### config.mk
export PLATFORM = sky130hd
export DESIGN_NAME = nmea_sentence_receiver_ack
export DESIGN_NICKNAME = d
export VERILOG_FILES = /design/src/hw/rtl/nsr_pkg.sv /design/src/hw/rtl/nsr_line_framer.sv /design/src/hw/rtl/nsr_sentence_eval.sv /design/src/hw/rtl/nmea_sentence_receiver_ack.sv
export SDC_FILE = /design/constraint.sdc
export NUM_CORES = 1
export LEC_CHECK = 0
export BUFFER_PORTS_ARGS = -buffer_cell sky130_fd_sc_hd__buf_2
export CAP_MARGIN = 30
export CORE_MARGIN = 8
export CORE_UTILIZATION = 65
export DETAILED_ROUTE_END_ITERATION = 10
export PLACE_DENSITY = 0.85
export RECOVER_POWER = 25
export SETUP_SLACK_MARGIN = 0.1
export SYNTH_ARGS = -nofsm -noshare
export SYNTH_HDL_FRONTEND = slang
export SYNTH_SLANG_ARGS = --single-unit
### constraint.sdc
create_clock -name clock -period 6.45 [get_ports clock]
set_input_delay 1.29 -clock clock [delete_from_list [all_inputs] [get_ports clock]]
set_output_delay 1.29 -clock clock [all_outputs]
set_load 0.02 [all_outputs]
### src/hw/rtl/nsr_pkg.sv
// Shared types, constants and character helpers for the sentence receiver.
`default_nettype none
package nsr_pkg;

   localparam int unsigned LINE_BUFFER_BYTES_DEFAULT = 200;
   localparam int unsigned PREFIX_COUNT = 6;
   localparam int unsigned MIN_LINE_BYTES = 5;
   localparam int unsigned ACK_FIELD_POS = 9;
   localparam logic [7:0] CHAR_LF = 8'h0A;

   // Prefix text, first character in the top byte, padded with spaces
   localparam logic [119:0] PREFIX_TEXT [PREFIX_COUNT] = '{
      "$PMGNCSM,      ",
      "$PMGNWPT,      ",
      "$PMGNTRK,      ",
      "$PMGNVER,      ",
      "$PMGNCMD,UNABLE",
      "$PMGNCMD,END   "
   };
   localparam int unsigned PREFIX_LEN [PREFIX_COUNT] = '{9, 7, 7, 9, 15, 12};

   typedef enum logic [2:0] {
      CLASS_OTHER  = 3'd0,
      CLASS_CSM    = 3'd1,
      CLASS_WPT    = 3'd2,
      CLASS_TRK    = 3'd3,
      CLASS_VER    = 3'd4,
      CLASS_UNABLE = 3'd5,
      CLASS_END    = 3'd6
   } nsr_class_type;

   // Snapshot of a closed line, handed from the framer to the evaluator
   typedef struct packed {
      logic [PREFIX_COUNT-1:0] match;
      logic [PREFIX_COUNT-1:0] len_ok;
      logic [7:0]              csum;
      logic [7:0]              digit_hi;
      logic [7:0]              digit_lo;
      logic [7:0]              ack_value;
   } nsr_close_type;

   // Returns {valid, value} for an ASCII hex digit
   function automatic logic [4:0] hex_digit(logic [7:0] c);
      logic [4:0] r;
      r = '0;
      if (c inside {[8'h30:8'h39]}) begin
         r = {1'b1, c[3:0]};
      end else if ((c inside {[8'h41:8'h46]}) || (c inside {[8'h61:8'h66]})) begin
         r = {1'b1, c[3:0] + 4'd9};
      end
      return r;
   endfunction

   function automatic logic is_space(logic [7:0] c);
      return (c == 8'h20) || (c inside {[8'h09:8'h0D]});
   endfunction

   function automatic logic [7:0] prefix_char(logic [2:0] t, logic [3:0] p);
      logic [6:0] lsb;
      lsb = {3'b000, 4'd14 - p} << 3;
      return PREFIX_TEXT[t][lsb +: 8];
   endfunction

endpackage
`default_nettype wire

### src/hw/rtl/nsr_line_framer.sv
// Per-byte line state: position, XOR, prefix matches, ack field, line close record.
`default_nettype none
module nsr_line_framer #(
   parameter int unsigned LINE_BUFFER_BYTES = nsr_pkg::LINE_BUFFER_BYTES_DEFAULT
) (
   input  wire logic                  clock,
   input  wire logic                  reset,
   input  wire logic                  byte_valid,
   input  wire logic [7:0]            byte_data,
   input  wire logic                  take,
   output logic                       byte_ready,
   output logic                       close_valid,
   output nsr_pkg::nsr_close_type     close_rec
);
   import nsr_pkg::*;

   localparam int unsigned POS_W = $clog2(LINE_BUFFER_BYTES);

   logic [POS_W-1:0]        pos_ff, pos_in;
   logic [7:0]              xor_ff, xor_in;
   logic [15:0]             last_ff, last_in;
   logic [PREFIX_COUNT-1:0] match_ff, match_in, match_nx;
   logic [8:0]              accum_ff, accum_in, accum_nx;
   logic [7:0]              csum_ff, csum_in, csum_nx;
   logic [15:0]             digit_ff, digit_in, digit_nx;
   logic                    close_valid_ff, close_valid_in;
   nsr_close_type           close_ff, close_in;

   logic [POS_W:0]          count;
   logic [3:0]              pos_lo;
   logic [4:0]              hex_b;
   logic                    accept, closing;
   logic [PREFIX_COUNT-1:0] len_ok;

   assign byte_ready  = !close_valid_ff || take;
   assign accept      = byte_valid && byte_ready;
   assign close_valid = close_valid_ff;
   assign close_rec   = close_ff;

   assign count   = {1'b0, pos_ff} + {{POS_W{1'b0}}, 1'b1};
   assign pos_lo  = (32'(pos_ff) < 32'd15) ? pos_ff[3:0] : 4'd0;
   assign hex_b   = hex_digit(byte_data);
   assign closing = (byte_data == CHAR_LF) ||
                    (count >= (POS_W+1)'(LINE_BUFFER_BYTES - 1));

   always_comb begin
      match_nx = match_ff;
      for (int t = 0; t < PREFIX_COUNT; t++) begin
         if ((32'(pos_ff) < PREFIX_LEN[t]) && (byte_data != prefix_char(3'(t), pos_lo))) begin
            match_nx[t] = 1'b0;
         end
         len_ok[t] = (32'(count) >= PREFIX_LEN[t]);
      end
   end

   // Hex digits of the ack field start at a fixed column and stop at the first non-hex byte
   always_comb begin
      accum_nx = accum_ff;
      if (pos_ff == POS_W'(ACK_FIELD_POS)) begin
         accum_nx = hex_b[4] ? {1'b1, 4'd0, hex_b[3:0]} : 9'd0;
      end else if ((32'(pos_ff) > ACK_FIELD_POS) && accum_ff[8]) begin
         accum_nx = hex_b[4] ? {1'b1, accum_ff[3:0], hex_b[3:0]} : {1'b0, accum_ff[7:0]};
      end
   end

   // Snapshot checksum and digit pair at every printable byte
   always_comb begin
      csum_nx  = csum_ff;
      digit_nx = digit_ff;
      if (byte_data inside {[8'h20:8'h7E]}) begin
         csum_nx = xor_ff;
         if (32'(pos_ff) >= 32'd2) begin
            csum_nx = csum_nx ^ last_ff[7:0];
         end
         if (32'(pos_ff) >= 32'd3) begin
            csum_nx = csum_nx ^ last_ff[15:8];
         end
         digit_nx = {last_ff[7:0], byte_data};
      end
   end

   always_comb begin
      pos_in   = pos_ff;
      xor_in   = xor_ff;
      last_in  = last_ff;
      match_in = match_ff;
      accum_in = accum_ff;
      csum_in  = csum_ff;
      digit_in = digit_ff;
      if (accept) begin
         if (closing) begin
            pos_in   = '0;
            xor_in   = '0;
            last_in  = '0;
            match_in = '1;
            accum_in = '0;
            csum_in  = '0;
            digit_in = '0;
         end else begin
            pos_in   = count[POS_W-1:0];
            xor_in   = (pos_ff != '0) ? (xor_ff ^ byte_data) : xor_ff;
            last_in  = {last_ff[7:0], byte_data};
            match_in = match_nx;
            accum_in = accum_nx;
            csum_in  = csum_nx;
            digit_in = digit_nx;
         end
      end
   end

   always_comb begin
      close_valid_in = close_valid_ff && !take;
      close_in       = close_ff;
      if (accept && closing && (count >= (POS_W+1)'(MIN_LINE_BYTES))) begin
         close_valid_in     = 1'b1;
         close_in.match     = match_nx;
         close_in.len_ok    = len_ok;
         close_in.csum      = csum_nx;
         close_in.digit_hi  = digit_nx[15:8];
         close_in.digit_lo  = digit_nx[7:0];
         close_in.ack_value = accum_nx[7:0];
      end
   end

   always_ff @(posedge clock) begin
      if (reset) begin
         pos_ff         <= '0;
         xor_ff         <= '0;
         last_ff        <= '0;
         match_ff       <= '1;
         accum_ff       <= '0;
         csum_ff        <= '0;
         digit_ff       <= '0;
         close_valid_ff <= 1'b0;
      end else begin
         pos_ff         <= pos_in;
         xor_ff         <= xor_in;
         last_ff        <= last_in;
         match_ff       <= match_in;
         accum_ff       <= accum_in;
         csum_ff        <= csum_in;
         digit_ff       <= digit_in;
         close_valid_ff <= close_valid_in;
      end
   end

   always_ff @(posedge clock) begin
      close_ff <= close_in;
   end

endmodule
`default_nettype wire

### src/hw/rtl/nsr_sentence_eval.sv
// Closed-line evaluation: checksum parse, class, ack decision and the result register.
`default_nettype none
module nsr_sentence_eval (
   input  wire logic                  clock,
   input  wire logic                  reset,
   input  wire logic                  file_mode,
   input  wire logic                  close_valid,
   input  wire nsr_pkg::nsr_close_type close_rec,
   output logic                       take,
   output logic                       rsp_valid,
   input  wire logic                  rsp_ready,
   output logic [2:0]                 rsp_msg_class,
   output logic                       rsp_checksum_ok,
   output logic [7:0]                 rsp_rx_checksum,
   output logic                       rsp_send_ack,
   output logic [7:0]                 rsp_peer_checksum,
   output logic                       rsp_transfer_done,
   output logic                       rsp_link_error,
   output logic                       rsp_bad_link
);
   import nsr_pkg::*;

   logic          rsp_valid_ff, rsp_valid_in;
   logic [7:0]    peer_ff, peer_in;
   logic          version_ff, version_in;
   nsr_class_type cls_ff, cls_in;
   logic          ok_ff, ack_ff, done_ff, lerr_ff, bad_ff;
   logic [7:0]    rx_ff;

   logic [4:0]    dh, dl;
   logic [7:0]    rx;
   nsr_class_type cls;
   logic          ok, bad, advance;

   assign take    = !rsp_valid_ff || rsp_ready;
   assign advance = close_valid && take;

   assign dh = hex_digit(close_rec.digit_hi);
   assign dl = hex_digit(close_rec.digit_lo);

   always_comb begin
      if (dh[4]) begin
         rx = dl[4] ? {dh[3:0], dl[3:0]} : {4'd0, dh[3:0]};
      end else if (is_space(close_rec.digit_hi) && dl[4]) begin
         rx = {4'd0, dl[3:0]};
      end else begin
         rx = 8'd0;
      end
   end

   // First matching prefix wins
   always_comb begin
      cls = CLASS_OTHER;
      for (int t = PREFIX_COUNT - 1; t >= 0; t--) begin
         if (close_rec.match[t] && close_rec.len_ok[t]) begin
            cls = nsr_class_type'(3'(t + 1));
         end
      end
   end

   assign ok  = (rx == close_rec.csum);
   assign bad = !ok && !(version_ff || file_mode);

   always_comb begin
      rsp_valid_in = rsp_valid_ff && !rsp_ready;
      peer_in      = peer_ff;
      version_in   = version_ff;
      cls_in       = cls_ff;
      if (advance) begin
         rsp_valid_in = 1'b1;
         cls_in       = cls;
         if (!bad && (cls == CLASS_CSM)) begin
            peer_in = close_rec.ack_value;
         end
         if (!bad && (cls == CLASS_VER)) begin
            version_in = 1'b1;
         end
      end
   end

   always_ff @(posedge clock) begin
      if (reset) begin
         rsp_valid_ff <= 1'b0;
         peer_ff      <= '0;
         version_ff   <= 1'b0;
      end else begin
         rsp_valid_ff <= rsp_valid_in;
         peer_ff      <= peer_in;
         version_ff   <= version_in;
      end
   end

   // Hold the result while the transfer stalls
   always_ff @(posedge clock) begin
      cls_ff <= cls_in;
      if (advance) begin
         ok_ff   <= ok;
         rx_ff   <= rx;
         bad_ff  <= bad;
         ack_ff  <= !bad && !file_mode &&
                    ((cls == CLASS_OTHER) || (cls == CLASS_WPT) || (cls == CLASS_TRK));
         done_ff <= !bad && ((cls == CLASS_UNABLE) || (cls == CLASS_END));
         lerr_ff <= !bad && (cls == CLASS_UNABLE);
      end
   end

   assign rsp_valid         = rsp_valid_ff;
   assign rsp_msg_class     = cls_ff;
   assign rsp_checksum_ok   = ok_ff;
   assign rsp_rx_checksum   = rx_ff;
   assign rsp_send_ack      = ack_ff;
   assign rsp_peer_checksum = peer_ff;
   assign rsp_transfer_done = done_ff;
   assign rsp_link_error    = lerr_ff;
   assign rsp_bad_link      = bad_ff;

endmodule
`default_nettype wire

### src/hw/rtl/nmea_sentence_receiver_ack.sv
// A line's result passes from its closing byte transfer through the framer's close register, then the result register.
// Throughput: one byte per cycle while req_ready is high; the line state updates in a single pass per byte.
// A closed line waits in the framer's close register while the result register stalls.
// Reset (synchronous): line state, peer checksum, version flag and file mode clear;
// no clearing pass, bytes are taken as soon as reset is released.
`default_nettype none
module nmea_sentence_receiver_ack #(
   parameter int unsigned LINE_BUFFER_BYTES = nsr_pkg::LINE_BUFFER_BYTES_DEFAULT
) (
   input  wire logic       clock,
   input  wire logic       reset,
   input  wire logic       csr_valid,
   output logic            csr_ready,
   input  wire logic       csr_file_mode,
   input  wire logic       req_valid,
   output logic            req_ready,
   input  wire logic [7:0] req_rx_byte,
   output logic            rsp_valid,
   input  wire logic       rsp_ready,
   output logic [2:0]      rsp_msg_class,
   output logic            rsp_checksum_ok,
   output logic [7:0]      rsp_rx_checksum,
   output logic            rsp_send_ack,
   output logic [7:0]      rsp_peer_checksum,
   output logic            rsp_transfer_done,
   output logic            rsp_link_error,
   output logic            rsp_bad_link
);
   import nsr_pkg::*;

   logic          file_mode_ff, file_mode_in;
   logic          take, close_valid;
   nsr_close_type close_rec;

   assign csr_ready    = 1'b1;
   assign file_mode_in = (csr_valid && csr_ready) ? csr_file_mode : file_mode_ff;

   always_ff @(posedge clock) begin
      if (reset) begin
         file_mode_ff <= 1'b0;
      end else begin
         file_mode_ff <= file_mode_in;
      end
   end

   nsr_line_framer #(
      .LINE_BUFFER_BYTES(LINE_BUFFER_BYTES)
   ) u_framer (
      .clock      (clock),
      .reset      (reset),
      .byte_valid (req_valid),
      .byte_data  (req_rx_byte),
      .take       (take),
      .byte_ready (req_ready),
      .close_valid(close_valid),
      .close_rec  (close_rec)
   );

   nsr_sentence_eval u_eval (
      .clock            (clock),
      .reset            (reset),
      .file_mode        (file_mode_ff),
      .close_valid      (close_valid),
      .close_rec        (close_rec),
      .take             (take),
      .rsp_valid        (rsp_valid),
      .rsp_ready        (rsp_ready),
      .rsp_msg_class    (rsp_msg_class),
      .rsp_checksum_ok  (rsp_checksum_ok),
      .rsp_rx_checksum  (rsp_rx_checksum),
      .rsp_send_ack     (rsp_send_ack),
      .rsp_peer_checksum(rsp_peer_checksum),
      .rsp_transfer_done(rsp_transfer_done),
      .rsp_link_error   (rsp_link_error),
      .rsp_bad_link     (rsp_bad_link)
   );

endmodule
`default_nettype wire
* After elaboration in Yosys (flattened, before gate mapping)
Index checks and enable logic that the tools add are counted.
** Word-level totals
- Register bits :: 143
- Logic and storage cells :: 197
** Cells by class
- $add $sub $neg :: 5
- Magnitude comparators :: 35
- Equal/unequal tests :: 16
- Shift operators :: 6
- Muxes and demuxes :: 41
- Bitwise gates (word level) :: 3
- Reduce and logical (&&, ||, !) cells :: 65
** Operator list (number)
- variable part select 120 x 8 -> 8 bit, first input constant :: 6
- 2-to-1 mux 8 bit :: 10
- less-or-equal comparator 8 x 7 -> 1 bit, second input constant :: 7
- greater-or-equal comparator 8 x 7 -> 1 bit, second input constant :: 6
- 2-to-1 mux 16 bit :: 3
- != test 8 bit :: 6
- 2-to-1 mux 9 bit :: 5
- logical AND 1 bit :: 38
- greater-or-equal comparator 8 x 6 -> 1 bit, second input constant :: 4
- 2-to-1 mux 5 bit :: 6
- greater-or-equal comparator 9 x 4 -> 1 bit, second input constant :: 3
- less-or-equal comparator 8 x 6 -> 1 bit, second input constant :: 3
- less-than comparator 8 x 4 -> 1 bit, second input constant :: 3
- bitwise XOR 8 bit :: 3
- greater-or-equal comparator 9 x 3 -> 1 bit, second input constant :: 2
- 2-to-1 mux 3 bit :: 6
- equality test 8 x 4 -> 1 bit, second input constant :: 2
- greater-or-equal comparator 8 x 2 -> 1 bit, second input constant :: 2
- adder 4 bit, second input constant :: 3
- logical OR 1 bit :: 11
- adder 8 x 1 -> 9 bit, second input constant :: 1
- equality test 3 bit, second input constant :: 3
- greater-or-equal comparator 9 x 8 -> 1 bit, second input constant :: 1
- equality test 8 x 6 -> 1 bit, second input constant :: 1
- other kinds (17) :: 36

* Logic depth before layout (Yosys ltp)
- Depth in word-level cells :: 14
- Gate-level depth with buffers :: 19
- Depth with buffers taken out :: 16

* Hierarchy
A second synthesis with hierarchy kept.
** Second synthesis, totals
- Cell total of the unflattened synthesis :: 960
- Area total of the unflattened synthesis :: 8643.3 sq um
** Modules (own cells, without submodules)
- nsr_line_framer :: instances 1, cells each 765, area each 6759.0 sq um, seq. area each 2702.6 sq um
- nsr_sentence_eval :: instances 1, cells each 190, area each 1839.3 sq um, seq. area each 680.7 sq um
- nmea_sentence_receiver_ack :: instances 1, cells each 5, area each 45.0 sq um, seq. area each 20.0 sq um

* Worst setup path after synthesis
No wires, ideal clock.
- Path type :: flip-flop to flip-flop
- Start :: register u_framer.pos_ff[0]
- End :: register u_framer.match_ff[1]
- Data arrival time :: 3.993 ns
- Slack :: 2.399 ns
- Cell stages (with the launch flop) :: 17
- Clock period less this slack :: 4.051 ns
- Cells stage by stage :: dfxtp_1 ha_1 clkbuf_1 and3_1 clkbuf_1 nor2_8 nand2_1 inv_1 ha_1 ha_1 clkbuf_1 o22ai_2 xnor2_1 or4_1 or4_1 a31o_1 nand2_1
** On the way
- Cells in the longest elaborated chain, start to end :: 8
- Elaborated cells between the ends (all ways) :: 12
** RTL lines
- from (decl) :: RTL line nsr_line_framer.sv:19 : logic [POS_W-1:0] pos_ff, pos_in;
- from (signal assigned) :: RTL line nsr_line_framer.sv:136 : pos_ff <= pos_in;
- less-than comparator 8 x 4 -> 1 bit :: RTL line nsr_line_framer.sv:41 : assign pos_lo = (32'(pos_ff) < 32'd15) ? pos_ff[3:0] : 4'd0;
- 2-to-1 mux 4 bit :: RTL line nsr_line_framer.sv:41
- subtractor 4 bit :: RTL line nsr_pkg.sv:60 : lsb = {3'b000, 4'd14 - p} << 3;
- variable part select 120 x 8 -> 8 bit :: RTL line nsr_pkg.sv:61 : return PREFIX_TEXT[t][lsb +: 8];
- != test 8 bit :: RTL line nsr_line_framer.sv:49 : if ((32'(pos_ff) < PREFIX_LEN[t]) && (byte_data != prefix_char(3'(t), pos_lo))) begin
- logical AND 1 bit :: RTL line nsr_line_framer.sv:49
- 2-to-1 mux 1 bit :: RTL line nsr_line_framer.sv:49
- 2-to-1 mux 6 bit * :: RTL line nsr_line_framer.sv:91 : if (closing) begin
- to (signal assigned) :: RTL line nsr_line_framer.sv:139 : match_ff <= match_in;
- to (decl) :: RTL line nsr_line_framer.sv:22 : logic [PREFIX_COUNT-1:0] match_ff, match_in, match_nx;
Mark *: on every way between the ends. The rest lies on a longest branch, timed or not.
A chain may end at the register's enable or synchronous reset.

* Worst setup path after layout
- Start :: register u_framer.pos_ff[1]
- End :: register u_framer.match_ff[1]
The elaborated chain is that of the path after synthesis.

==> results by group <==
CTS
  • CTS tree: yes
  • Clock Latency Late Sink: 0.43 ns
  • CTS Buf Count: 17
  • H-tree level count: 4
  • CTS Sinks: 141
  • Clock slew at reported path FFs: 0.06 ns
  • CTS resizes: 0
  • CTS root buffer: clkbuf_16
  • # hold bufs at CTS: 0
  • Max clock buf depth: 2
  • Post-CTS Setup Repair Bufs: 0

Cells and area
  • Commonest non-fill, non-tap cells in the layout: nand2_1, nor2_1, dfxtp_1, a21oi_1, edfxtp_1
  • Area delta synth->final: 9.83%
  • Final instance area: 8940 sq um
  • Sequential cell area: 3400 sq um
  • Share of cells above drive strength 1: 0.0807
  • Most common cell after layout, fill and taps aside: nand2_1
  • Area of the multi-input gates: 4420 sq um
  • # nets final: 982
  • Filler Cell Count: 990
  • Diode count: 0
  • Layout Utilization: 0.721

Pwr
  • Maximum VDD drop: 0.147 mV
  • Sequential share of power: 0.444
  • Sw frac: 0.250
  • Psw: 539 uW
  • Leakage: 3.35 nW
  • P per Cell Area: 241 nW/um^2
  • Comb pwr share: 0.101
  • Int Pwr: 1.61 mW
  • Clock power frac: 0.455

Status
  • Failing checks: max-capacitance violations, max-slew violations
  • Status: finished, violations left

Critical path
  • Slowest CP cell: ha_1
  • Crit-path max FO: 23
  • Worst Path Arrival: 5.33 ns
  • WP data required: 6.80 ns
  • WS Path Type: reg2reg
  • CP Buf/Inv Count: 2
  • CP top delay family: simple AND/OR/NAND/NOR gates
  • CP endpoint kind: register
  • Crit path cell chain: ha_1, and3_1, nor2_8, nand2_1, inv_1, ha_1, ha_1, inv_1, nand2_1, mux2i_1, xor2_1, or4_1, or4_1, a31o_1, nand2_1
  • CP max stage delay: 0.74 ns
  • Setup crit start kind: register

Timing
  • Final TNS setup: 0 ns
  • Final setup violating endpoints: 0
  • Least-Margin Pin Slew: 3.29 ns
  • Post-layout min period: 4.99 ns
  • Final hold vios: 0
  • Final Cycle Share: 0.773
  • RSZ-0062 raised after global routing: false
  • WHS: 0.453 ns
  • Max frequency: 200 MHz
  • Rel. slew slack: -1.20
  • Final clock skew: 0.0117 ns
  • Slew Limit Fails: 77

Placed design
  • Placed Area: 8410 sq um
  • IO buf count: 39
  • Dpl hpwl: 13300 um
  • Routability cong.: 0.967

Synth
  • Post-synth top flop: dfxtp_1
  • Seq cells post-synth: 141
  • Syn_nets: 976
  • Mapped Cells: 935
  • Ys Warns: 0
  • Synth async-reset ratio: 0
  • Post-synth EDFFs: 58
  • Syn_area_per_cell: 8.71 sq um
  • Post-synth cell types: 86
  • Netlist Area Pre-Place: 8140 sq um
  • Sequential fraction of the synthesis area: 0.418

Global routing
  • M2 GR Usage: 0.400
  • Grt total ovfl: 0
  • Antenna violations before repair: 0
  • Met3 usage: 0.0699
  • Vias in the first global route: 6474
  • First-pass GRT wire length: 32100 um
  • Total track usage: 0.247
  • GRT Max-Usage Layer: met2
  • Largest net degree at the start of global routing: 77
  • Met1 usage: 0.306

Drt
  • DR iter-0 viols: 663
  • DRC viols: 0
  • Router iterations before antenna repair: 5
  • Vias per cell: 6.17
  • Antenna-violating nets left: 0
  • Total number of vias: 6951
  • DRT Wirelength: 20000 um
  • Average routed wire per standard cell: 17.8 um

Die
  • Die width: 128 um
  • # IOs: 41
  • Num rows: 41
  • Die area: 16400 sq um
  • Starting Density: 0.656
  • Placeable Area: 12400 sq um
  • Die height: 128 um

Job
  • Max Cap Viol: 1

Hold path
  • Min-Delay Path Class: reg2reg
[power by group through the flow]
| stage | clock network (mW) | registers (mW) | logic, mW |
|---|---|---|---|
| final | 0.981 | 0.955 | 0.217 |
| after global routing | 1.02 | 0.957 | 0.238 |
| after CTS | 0.983 | 0.955 | 0.213 |
| after detailed placement | 0 | 0.974 | 0.210 |
| after global placement | 0 | 0.973 | 0.208 |
| after floorplan | 0 | 0.970 | 0.163 |
[per-stage QoR]
| stage | power [mW] | instances | setup WS, ns |
|---|---|---|---|
| after floorplan | 1.13 | 935 | 2.40 |
| after global placement | 1.18 | 1093 | 1.63 |
| after detailed placement | 1.18 | 1094 | 1.57 |
| final | 2.15 | 1126 | 1.46 |
| after CTS | 2.15 | 1126 | 1.56 |
| after global routing | 2.22 | 1126 | 1.20 |
[tightest hold or removal path, delay by kind of cell (launching register included)]
kind | cells | cell delay (ns)
AO/OA/AOI/OAI | 1 | 0.05
flip-flops | 1 | 0.31
AND/OR/NAND/NOR | 1 | 0.05
[sequential cells by signal, summed over array words and instances, names as in the netlist, 3 cells and up]
signal and flops:
u_eval.rsp_peer_checksum 8, u_framer.pos_ff 8, u_framer.csum_ff 8, u_framer.xor_ff 8, u_framer.digit_ff 16, u_eval.rsp_msg_class 3, u_framer.last_ff 16, u_framer.accum_ff 9
u_eval.rsp_rx_checksum 8, u_framer.match_ff 6, u_framer.close_rec 42
[cells by family (layout without fill, tap and decap cells)]
logic type | count (synthesis) | after routing | synth area share
multiplexers | 19 | 19 | 0.0235
other | 1 | 1 | 0.000460
flip-flops | 141 | 141 | 0.418
AO/OA/AOI/OAI | 215 | 215 | 0.172
buffers and inverters | 79 | 98 | 0.0383
adder cells (fa/ha/maj) | 27 | 27 | 0.0415
XOR/XNOR | 61 | 61 | 0.0665
AND/OR/NAND/NOR | 392 | 392 | 0.240
[Yosys cell counts, types with 27 or more instances]
library cell  number  area, sq um
nor2_1            87          327
nand2b_1          27          169
xnor2_1           28          245
ha_1              27          338
nand2_1          135          507
edfxtp_1          58         1740
o21ai_0           39          195
dfxtp_1           83         1660
clkbuf_1          46          173
nand3_1           46          230
xor2_1            32          280
a21oi_1           75          375
[per-layer routing]
metal  part of all wire  up-vias
met5                  0        -
met4              0.022        0
met3              0.076       37
met2               0.47      286
met1               0.43     3296
li1                   -     3332
[cell type report]
| cell class | count | area share |
|---|---|---|
| inverters | 18 | 0.00755 |
| flip-flops and latches | 141 | 0.380 |
| clock buffers | 20 | 0.0512 |
| clock inverters | 12 | 0.0148 |
| well taps | 172 | 0.0241 |
| repair buffers | 48 | 0.0277 |
| multi-input cells | 715 | 0.494 |
[worst paths after layout]
kind | from | endpoint | slack, ns | cells past startpoint
worst max-delay path | u_framer.pos_ff[1] | u_framer.match_ff[1] | 1.46 | 15
worst min-delay path | u_framer.last_ff[15] | u_framer.last_ff[15] | 0.45 | 2
worst max register to register | u_framer.pos_ff[1] | u_framer.match_ff[1] | 1.46 | 15
worst min register to register | u_framer.last_ff[15] | u_framer.last_ff[15] | 0.45 | 2
Power figures use the tool's default switching activity.
